`config.mk`:
```
export PLATFORM = sky130hd
export DESIGN_NAME = stack_machine_executor
export DESIGN_NICKNAME = d
export VERILOG_FILES = /design/src/hdl/smx_pkg.sv /design/src/hdl/stack_machine_executor.sv /design/src/hdl/smx_stack_cell.sv /design/src/hdl/smx_var_file.sv
export SDC_FILE = /design/constraint.sdc
export NUM_CORES = 2
export LEC_CHECK = 0
export BUFFER_PORTS_ARGS = -buffer_cell sky130_fd_sc_hd__clkbuf_2
export CAP_MARGIN = 20
export CORE_UTILIZATION = 29
export DETAILED_ROUTE_END_ITERATION = 10
export GPL_TIMING_DRIVEN = 0
export MAX_ROUTING_LAYER = met4
export PLACE_DENSITY = 0.51
export SLEW_MARGIN = 40
export SYNTH_ARGS = -nofsm -noshare
export SYNTH_HDL_FRONTEND = slang
export SYNTH_SLANG_ARGS = --single-unit
export TNS_END_PERCENT = 30
```
`constraint.sdc`:
```
create_clock -name clock -period 28.3 [get_ports clock]
set_clock_uncertainty 0.2 [all_clocks]
set_input_delay 5.66 -clock clock [delete_from_list [all_inputs] [get_ports clock]]
set_output_delay 5.66 -clock clock [all_outputs]
set_load 0.005 [all_outputs]
```
`src/hdl/smx_pkg.sv`:
```
// Shared types and constants for the stack machine executor.
// Opcode and status codes, stack cell commands and default sizes.
// No dependencies.
package smx_pkg;

   localparam int DEF_STACK_DEPTH = 16;
   localparam int DEF_NUM_VARS    = 16;
   localparam int DEF_DATA_WIDTH  = 32;

   localparam int OPCODE_WIDTH = 4;
   localparam int IMM_WIDTH    = 32;
   localparam int INDEX_WIDTH  = 4;
   localparam int PRINT_WIDTH  = 32;
   localparam int STATUS_WIDTH = 3;

   typedef enum logic [OPCODE_WIDTH-1:0] {
      OP_ICONST = 4'd0,
      OP_ISTORE = 4'd1,
      OP_ILOAD  = 4'd2,
      OP_IADD   = 4'd3,
      OP_ISUB   = 4'd4,
      OP_IMUL   = 4'd5,
      OP_IAND   = 4'd6,
      OP_IOR    = 4'd7,
      OP_IEQ    = 4'd8,
      OP_IGT    = 4'd9,
      OP_ILT    = 4'd10,
      OP_PRINT  = 4'd11,
      OP_STOP   = 4'd12
   } opcode_type;

   typedef enum logic [STATUS_WIDTH-1:0] {
      ST_OK          = 3'd0,
      ST_STOPPED     = 3'd1,
      ST_UNDERFLOW   = 3'd2,
      ST_OVERFLOW    = 3'd3,
      ST_UNKNOWN     = 3'd4,
      ST_PRINT_EMPTY = 3'd5,
      ST_IGNORED     = 3'd6
   } status_type;

   // What a stack cell loads on the next edge.
   typedef enum logic [1:0] {
      CELL_HOLD  = 2'd0,
      CELL_ABOVE = 2'd1,
      CELL_BELOW = 2'd2
   } cell_cmd_type;

   // Index width for a table of n entries (at least one bit).
   function automatic int index_bits(input int n);
      index_bits = (n > 1) ? $clog2(n) : 1;
   endfunction

endpackage

```
`src/hdl/stack_machine_executor.sv`:
```
// Stack machine executor top level: intake stage, execute stage, output register.
// Depends on smx_pkg, smx_stack_cell and smx_var_file.
//
//   channel  | ports                                         | direction
//   ---------+-----------------------------------------------+----------
//   request  | req_valid req_stall req_opcode req_immediate  | in
//            | req_var_index                                 |
//   response | rsp_valid rsp_stall rsp_print_valid           | out
//            | rsp_print_value rsp_status rsp_halted         |
//
// One instruction per cycle sustained while rsp_stall is low. A transferred
// request is registered in the intake stage (with its variable read), then
// executed into the output register. The operand stack is a chain of cells
// with the top in cell 0, so every instruction reads only cells 0 and 1;
// pushes, pops and binary operations shift the rest. Reset clears the stack
// count, halt flag and variable valid bits. A stalled response holds the
// execute stage; the intake stage still takes one more request.
module stack_machine_executor #(
   parameter int STACK_DEPTH = smx_pkg::DEF_STACK_DEPTH,
   parameter int NUM_VARS    = smx_pkg::DEF_NUM_VARS,
   parameter int DATA_WIDTH  = smx_pkg::DEF_DATA_WIDTH
) (
   input  logic                                  clock,
   input  logic                                  reset,
   input  logic                                  req_valid,
   output logic                                  req_stall,
   input  logic [smx_pkg::OPCODE_WIDTH-1:0]      req_opcode,
   input  logic signed [smx_pkg::IMM_WIDTH-1:0]  req_immediate,
   input  logic [smx_pkg::INDEX_WIDTH-1:0]       req_var_index,
   output logic                                  rsp_valid,
   input  logic                                  rsp_stall,
   output logic                                  rsp_print_valid,
   output logic signed [smx_pkg::PRINT_WIDTH-1:0] rsp_print_value,
   output logic [smx_pkg::STATUS_WIDTH-1:0]      rsp_status,
   output logic                                  rsp_halted
);
   import smx_pkg::*;

   localparam int SLOT_W  = index_bits(NUM_VARS);
   localparam int COUNT_W = $clog2(STACK_DEPTH + 1);
   localparam int NUM_IDX = 2 ** INDEX_WIDTH;

   // Handshake
   logic req_take;
   logic out_move;
   logic exec;

   // Intake stage
   logic                        s1_valid_ff;
   logic [OPCODE_WIDTH-1:0]     s1_op_ff;
   logic signed [IMM_WIDTH-1:0] s1_imm_ff;
   logic [SLOT_W-1:0]           s1_slot_ff;
   logic [SLOT_W-1:0]           slot_tab [NUM_IDX];
   logic [SLOT_W-1:0]           req_slot;
   logic [DATA_WIDTH-1:0]       var_rd_data;

   // Architectural state
   logic [COUNT_W-1:0] count_ff;
   logic [COUNT_W-1:0] count_in;
   logic               halt_ff;
   logic               halt_in;

   // Execute decode
   logic                  do_push;
   logic                  do_pop;
   logic                  do_binop;
   logic                  var_we;
   logic [DATA_WIDTH-1:0] op_a;
   logic [DATA_WIDTH-1:0] op_b;
   logic [DATA_WIDTH-1:0] alu_result;
   logic [DATA_WIDTH-1:0] new_data;
   logic                  print_hit;
   status_type            status;
   logic                  full;
   logic                  empty;
   logic                  lt_two;

   // Stack chain
   logic [DATA_WIDTH-1:0] cell_q [STACK_DEPTH];
   cell_cmd_type          top_cmd;
   cell_cmd_type          rest_cmd;

   // Output register
   logic                         rsp_valid_ff;
   logic                         rsp_print_valid_ff;
   logic signed [PRINT_WIDTH-1:0] rsp_print_value_ff;
   logic [STATUS_WIDTH-1:0]      rsp_status_ff;
   logic                         rsp_halted_ff;

   assign out_move  = !rsp_valid_ff || !rsp_stall;
   assign exec      = s1_valid_ff && out_move;
   assign req_stall = s1_valid_ff && !out_move;
   assign req_take  = req_valid && !req_stall;

   // Variable slot is the index modulo the file size, from a constant table.
   for (genvar g = 0; g < NUM_IDX; g++) begin : g_slot
      assign slot_tab[g] = SLOT_W'(g % NUM_VARS);
   end
   assign req_slot = slot_tab[req_var_index];

   always_ff @(posedge clock) begin
      if (reset) begin
         s1_valid_ff <= 1'b0;
      end else if (req_take) begin
         s1_valid_ff <= 1'b1;
      end else if (exec) begin
         s1_valid_ff <= 1'b0;
      end
   end

   always_ff @(posedge clock) begin
      if (req_take) begin
         s1_op_ff   <= req_opcode;
         s1_imm_ff  <= req_immediate;
         s1_slot_ff <= req_slot;
      end
   end

   smx_var_file #(
      .NUM_VARS   (NUM_VARS),
      .DATA_WIDTH (DATA_WIDTH)
   ) u_var_file (
      .clock   (clock),
      .reset   (reset),
      .rd_en   (req_take),
      .rd_slot (req_slot),
      .rd_data (var_rd_data),
      .wr_en   (var_we),
      .wr_slot (s1_slot_ff),
      .wr_data (cell_q[0])
   );

   assign op_a   = cell_q[0];
   assign op_b   = cell_q[1];
   assign full   = (count_ff == COUNT_W'(STACK_DEPTH));
   assign empty  = (count_ff == '0);
   assign lt_two = (count_ff < COUNT_W'(2));

   always_comb begin
      case (s1_op_ff)
         OP_IADD: alu_result = op_b + op_a;
         OP_ISUB: alu_result = op_b - op_a;
         OP_IMUL: alu_result = op_b * op_a;
         OP_IAND: alu_result = op_b & op_a;
         OP_IOR:  alu_result = op_b | op_a;
         OP_IEQ:  alu_result = DATA_WIDTH'(op_b == op_a);
         OP_IGT:  alu_result = DATA_WIDTH'($signed(op_b) > $signed(op_a));
         OP_ILT:  alu_result = DATA_WIDTH'($signed(op_b) < $signed(op_a));
         default: alu_result = '0;
      endcase
   end

   always_comb begin
      do_push   = 1'b0;
      do_pop    = 1'b0;
      do_binop  = 1'b0;
      print_hit = 1'b0;
      status    = ST_OK;
      halt_in   = halt_ff;
      if (halt_ff) begin
         status = ST_IGNORED;
      end else begin
         case (s1_op_ff)
            OP_ICONST, OP_ILOAD: begin
               if (full) begin
                  status  = ST_OVERFLOW;
                  halt_in = 1'b1;
               end else begin
                  do_push = 1'b1;
               end
            end
            OP_ISTORE: begin
               if (empty) begin
                  status  = ST_UNDERFLOW;
                  halt_in = 1'b1;
               end else begin
                  do_pop = 1'b1;
               end
            end
            OP_IADD, OP_ISUB, OP_IMUL, OP_IAND, OP_IOR, OP_IEQ, OP_IGT, OP_ILT: begin
               if (lt_two) begin
                  status  = ST_UNDERFLOW;
                  halt_in = 1'b1;
               end else begin
                  do_binop = 1'b1;
               end
            end
            OP_PRINT: begin
               if (empty) begin
                  status = ST_PRINT_EMPTY;
               end else begin
                  print_hit = 1'b1;
               end
            end
            OP_STOP: begin
               status  = ST_STOPPED;
               halt_in = 1'b1;
            end
            default: begin
               status  = ST_UNKNOWN;
               halt_in = 1'b1;
            end
         endcase
      end
   end

   assign var_we = exec && do_pop;

   always_comb begin
      if (s1_op_ff == OP_ICONST) begin
         new_data = DATA_WIDTH'(s1_imm_ff);
      end else if (s1_op_ff == OP_ILOAD) begin
         new_data = var_rd_data;
      end else begin
         new_data = alu_result;
      end
   end

   always_comb begin
      count_in = count_ff;
      if (do_push) begin
         count_in = count_ff + COUNT_W'(1);
      end else if (do_pop || do_binop) begin
         count_in = count_ff - COUNT_W'(1);
      end
   end

   // Cell 0 takes new_data, or cell 1 on a pop; the rest shift as a push or pop.
   always_comb begin
      top_cmd  = CELL_HOLD;
      rest_cmd = CELL_HOLD;
      if (exec) begin
         if (do_push) begin
            top_cmd  = CELL_ABOVE;
            rest_cmd = CELL_ABOVE;
         end else if (do_binop) begin
            top_cmd  = CELL_ABOVE;
            rest_cmd = CELL_BELOW;
         end else if (do_pop) begin
            top_cmd  = CELL_BELOW;
            rest_cmd = CELL_BELOW;
         end
      end
   end

   for (genvar g = 0; g < STACK_DEPTH; g++) begin : g_cell
      logic [DATA_WIDTH-1:0] above;
      logic [DATA_WIDTH-1:0] below;
      if (g == 0) begin : g_top
         assign above = new_data;
      end else begin : g_mid
         assign above = cell_q[g-1];
      end
      if (g == STACK_DEPTH - 1) begin : g_bot
         assign below = cell_q[g];
      end else begin : g_up
         assign below = cell_q[g+1];
      end
      smx_stack_cell #(
         .DATA_WIDTH (DATA_WIDTH)
      ) u_cell (
         .clock      (clock),
         .cell_cmd   ((g == 0) ? top_cmd : rest_cmd),
         .above_data (above),
         .below_data (below),
         .cell_data  (cell_q[g])
      );
   end

   always_ff @(posedge clock) begin
      if (reset) begin
         count_ff     <= '0;
         halt_ff      <= 1'b0;
         rsp_valid_ff <= 1'b0;
      end else begin
         if (exec) begin
            count_ff <= count_in;
            halt_ff  <= halt_in;
         end
         if (out_move) begin
            rsp_valid_ff <= s1_valid_ff;
         end
      end
   end

   always_ff @(posedge clock) begin
      if (exec) begin
         rsp_print_valid_ff <= print_hit;
         rsp_print_value_ff <= print_hit ? PRINT_WIDTH'($signed(op_a)) : '0;
         rsp_status_ff      <= status;
         rsp_halted_ff      <= halt_in;
      end
   end

   assign rsp_valid       = rsp_valid_ff;
   assign rsp_print_valid = rsp_print_valid_ff;
   assign rsp_print_value = rsp_print_value_ff;
   assign rsp_status      = rsp_status_ff;
   assign rsp_halted      = rsp_halted_ff;

endmodule

```
`src/hdl/smx_stack_cell.sv`:
```
// One entry of the operand stack chain.
// Loads from its upper or lower neighbor or holds; uses smx_pkg.
module smx_stack_cell #(
   parameter int DATA_WIDTH = smx_pkg::DEF_DATA_WIDTH
) (
   input  logic                       clock,
   input  smx_pkg::cell_cmd_type      cell_cmd,
   input  logic [DATA_WIDTH-1:0]      above_data,
   input  logic [DATA_WIDTH-1:0]      below_data,
   output logic [DATA_WIDTH-1:0]      cell_data
);
   import smx_pkg::*;

   logic [DATA_WIDTH-1:0] data_ff;
   logic [DATA_WIDTH-1:0] data_in;

   always_comb begin
      case (cell_cmd)
         CELL_ABOVE: data_in = above_data;
         CELL_BELOW: data_in = below_data;
         default:    data_in = data_ff;
      endcase
   end

   always_ff @(posedge clock) begin
      data_ff <= data_in;
   end

   assign cell_data = data_ff;

endmodule

```
`src/hdl/smx_var_file.sv`:
```
// Local variable file: memory with per-entry valid bits, registered read.
// An entry never written reads as zero; a same-edge write is forwarded. Uses smx_pkg.
module smx_var_file #(
   parameter int NUM_VARS   = smx_pkg::DEF_NUM_VARS,
   parameter int DATA_WIDTH = smx_pkg::DEF_DATA_WIDTH
) (
   input  logic                                          clock,
   input  logic                                          reset,
   input  logic                                          rd_en,
   input  logic [smx_pkg::index_bits(NUM_VARS)-1:0]      rd_slot,
   output logic [DATA_WIDTH-1:0]                         rd_data,
   input  logic                                          wr_en,
   input  logic [smx_pkg::index_bits(NUM_VARS)-1:0]      wr_slot,
   input  logic [DATA_WIDTH-1:0]                         wr_data
);
   import smx_pkg::*;

   logic [DATA_WIDTH-1:0] mem [NUM_VARS];
   logic [NUM_VARS-1:0]   vld_ff;
   logic [DATA_WIDTH-1:0] mem_rd_ff;
   logic                  vld_rd_ff;
   logic                  fwd_ff;
   logic [DATA_WIDTH-1:0] fwd_data_ff;

   always_ff @(posedge clock) begin
      if (wr_en) begin
         mem[wr_slot] <= wr_data;
      end
      if (rd_en) begin
         mem_rd_ff   <= mem[rd_slot];
         fwd_data_ff <= wr_data;
      end
   end

   always_ff @(posedge clock) begin
      if (reset) begin
         vld_ff    <= '0;
         vld_rd_ff <= 1'b0;
         fwd_ff    <= 1'b0;
      end else begin
         if (wr_en) begin
            vld_ff[wr_slot] <= 1'b1;
         end
         if (rd_en) begin
            vld_rd_ff <= vld_ff[rd_slot];
            fwd_ff    <= wr_en && (wr_slot == rd_slot);
         end
      end
   end

   assign rd_data = fwd_ff ? fwd_data_ff : (vld_rd_ff ? mem_rd_ff : '0);

endmodule
```
==> summary.txt <==
Outcome
  – Status: finished clean

Die
  – Die Ht: 480 um
  – Initial Utilization: 29.2%
  – Die area: 231000 um^2
  – Core footprint: 227000 um^2
  – Cell Rows: 175
  – Die span in x: 480 um
  – Boundary Pins: 83

Power
  – P_leak: 28.3 nW
  – Overall Power: 0.00704 W
  – Pwr per Cell Area: 91.3 nW/um^2
  – Flop pwr share: 28.6%
  – Max VDD drop: 0.000319 V
  – Clk pwr share: 25.1%
  – Sw Ratio: 40.8%
  – Sw power: 0.00287 W
  – Internal power: 0.00416 W
  – Logic pwr share: 46.3%

Clock tree
  – Clock Sinks: 1191
  – Num CTS Buffers: 134
  – Setup Buffers After CTS: 0
  – Maximum root-to-sink buffer count: 3
  – Clk pin slew, worst setup/hold paths: 0.06 ns
  – Hold-fix buffers, CTS: 0
  – Cts repair resizes: 0
  – Worst skew pair latency: 0.81 ns
  – Clock tree from TritonCTS: yes
  – CTS HTree Levels: 4
  – Cell at the root of the clock tree: clkbuf_16

Synthesis
  – Post-synth top flop: edfxtp_1
  – Post-synth EDFFs: 1165
  – Synth Cell Area: 66300 um^2
  – Post-Syn Area per Cell: 14.2 um^2
  – Main combinational cell family by area after synthesis: adder cells
  – Synth top area share: 52.8%
  – Synth area leader: edfxtp_1
  – Distinct cells, synth: 86
  – Yosys Warn Count: 0
  – Cells after synthesis: 4684
  – Ys async rst share: 0%
  – Synth Register Bits: 1191
  – Adder-cell share of the synthesized area: 16.6%
  – Synth Net Count: 5362
  – Post-synthesis mux area share: 13.3%
  – Compound-cell area share of the yosys netlist: 5.12%
  – Area share of and/or/nand/nor cells after synthesis: 5.63%
  – Register area share after synthesis: 53.5%
  – Synth Area in XOR/XNOR: 1.40%
  – Synth area leaders: edfxtp_1 (53%), fa_1 (12%), mux2_2 (7.6%)

Worst setup path
  – Crit Path Max Fanout: 3
  – Data required time of the critical path: 22.44 ns
  – CP Cell Sequence: clkbuf_2 > nand3_1 > inv_1 > clkbuf_2
  – Critical path's most frequent cell: clkbuf_2
  – Worst path top cell family by delay: buffers and inverters
  – Crit-path slowest cell: clkbuf_2
  – Startpoint types: input port
  – CP bufs+invs: 3
  – Critical path's largest stage delay: 0.10 ns
  – Kind of critical path: input port to primary output
  – Critical Path AT: 6.04 ns
  – Critical Path End Type: primary output
  – R2R setup slack: 17.93 ns

Global routing
  – Overall global routing resource usage: 20.0%
  – First-pass GRT wire length: 316 mm
  – Initial antenna violation count: 12
  – Vias in the first global route: 41900
  – Largest net degree at the start of global routing: 82
  – Grt ovf: 0

Placed design
  – Port buffer count: 81
  – Final GP Congestion: 0.979
  – HPWL after detailed placement: 169 mm

STA
  – Final min period: 11.90 ns
  – Final setup viols: 0
  – Fmax: 84.0 MHz
  – Final Max Tran Viols: 0
  – Worst-Margin Slew: 0.985 ns
  – Setup TNS Final: 0 ns
  – Relative slew slack: 33.8%
  – WHS: 0.244 ns
  – RSZ-0062 raised after global routing: false
  – Final Hold Vio Count: 0
  – Tcrit/Tclk final: 42.0%

Drt
  – DRT Wirelength: 223 mm
  – DRC errors left: 0
  – Iteration-0 DRC Markers: 3836
  – Drt pass-1 iters: 5
  – Via density: 4.99
  – ANT nets after route: 0
  – Vias: 40600
  – Wire per inst: 27.5 um

Final layout
  – Seq. cell area: 35500 um^2
  – FILL cells: 22300
  – Area of the multi-input gates: 28100 um^2
  – Layout cell share with drive strength beyond 1: 23.9%
  – Final #Nets: 5697
  – Syn-to-layout area delta: 16.3%

Job
  – Max_cap viols: 0

Hold path
  – Hold WC Path Type: flip-flop to flip-flop
final cells by class:
class,instances,share of cell area [%]
diodes,4,0.0130
plain buffers,255,1.51
clock buffers,163,4.71
clock inverters,74,1.04
inverters,496,2.44
multi-input cells,2742,36.4
flip-flops and latches,1191,46.1
well taps,3009,4.88
repair buffers,199,2.95
worst paths after layout:
path | end | depth (start not counted) | start
worst max-delay path | req_stall | 4 | rsp_stall
worst min-delay path | g_cell[15].u_cell.cell_data[20] | 0 | g_cell[14].u_cell.cell_data[20]
worst max register to register | g_cell[0].u_cell.cell_data[31] | 26 | g_cell[0].u_cell.cell_data[2]
worst min register to register | g_cell[15].u_cell.cell_data[20] | 0 | g_cell[14].u_cell.cell_data[20]
placed cells by master, fill, tap and decap left out, types with 18 or more instances in the layout:
cell and instances:
o221ai_1 19, nand2_1 287, edfxtp_1 1165, clkinv_2 18, a21o_1 25, clkinv_1 36, clkbuf_16 140, o21ai_0 89
nor2_1 419, a221oi_1 19, a211oi_1 28, buf_8 19, buf_16 36, mux4_2 165, xnor2_1 78, xor2_1 28
inv_1 475, buf_6 33, buf_4 19, nor3_1 29, clkbuf_1 104, dfxtp_1 26, fa_1 411, a22oi_1 35
nor4_1 35, mux2_2 448, ha_1 223, a21oi_1 134, buf_2 87, clkbuf_2 159
sequential cells by signal (all words and copies together), names as in the netlist, 3 cells and up:
signal / cells
u_var_file.fwd_data_ff: 32
count_ff: 5
s1_imm_ff: 32
rsp_print_value: 32
u_var_file.mem: 512
s1_op_ff: 4
s1_slot_ff: 4
u_var_file.vld_ff: 16
rsp_status: 3
u_var_file.mem_rd_ff: 32
g_cell.u_cell.cell_data: 512
cells in the mapped netlist, types with 16 or more instances:
cell type / n
o21bai_1: 16
o221ai_1: 19
dfxtp_1: 26
nand3_1: 17
o21ai_0: 89
a22oi_1: 35
nor3_1: 33
xor2_1: 28
ha_1: 223
buf_2: 50
nor4_1: 39
a221oi_1: 19
edfxtp_1: 1165
a211oi_1: 28
a21oi_1: 134
a21o_1: 25
nand2_1: 287
mux2_2: 448
inv_1: 479
mux4_2: 165
buf_1: 41
xnor2_1: 78
clkbuf_1: 162
fa_1: 411
nor2_1: 432
cells by family after synthesis:
logic type               after synthesis
AND/OR/NAND/NOR                      885
adder cells (fa/ha/maj)              634
XOR/XNOR                             106
multiplexers                         620
AO/OA/AOI/OAI                        497
flip-flops                          1191
buffers and inverters                751
through the flow:
step	worst slack, ns	cell area, um^2	std cells	utilization [%]
after global placement	4.65	70500	7774	31.0
after CTS	16.40	77000	8126	33.9
after detailed placement	16.40	72600	7889	31.9
after floorplan	11.13	66300	4684	-
after global routing	16.35	77100	8131	33.9
final	16.40	77100	8133	33.9
per-layer routing:
layer  vias to the layer above  track usage (%)  routed length (um)
met1                     21200             25.3               94400
met5                         -                -                   0
met3                       404             3.86               14600
met4                         0             7.96                9860
met2                      1487             31.3              105000
li1                      17500                -                   -
power groups by stage:
stage | Combinational (W) | Sequential [W] | Clock [W]
detailed placement | 0.00322 | 0.00205 | 0
global placement | 0.00318 | 0.00207 | 0
CTS | 0.00324 | 0.00201 | 0.00182
floorplan | 0.00197 | 0.00204 | 0
global route | 0.00346 | 0.00201 | 0.00188
finish | 0.00326 | 0.00201 | 0.00177
(Power assumes the default switching activity.)
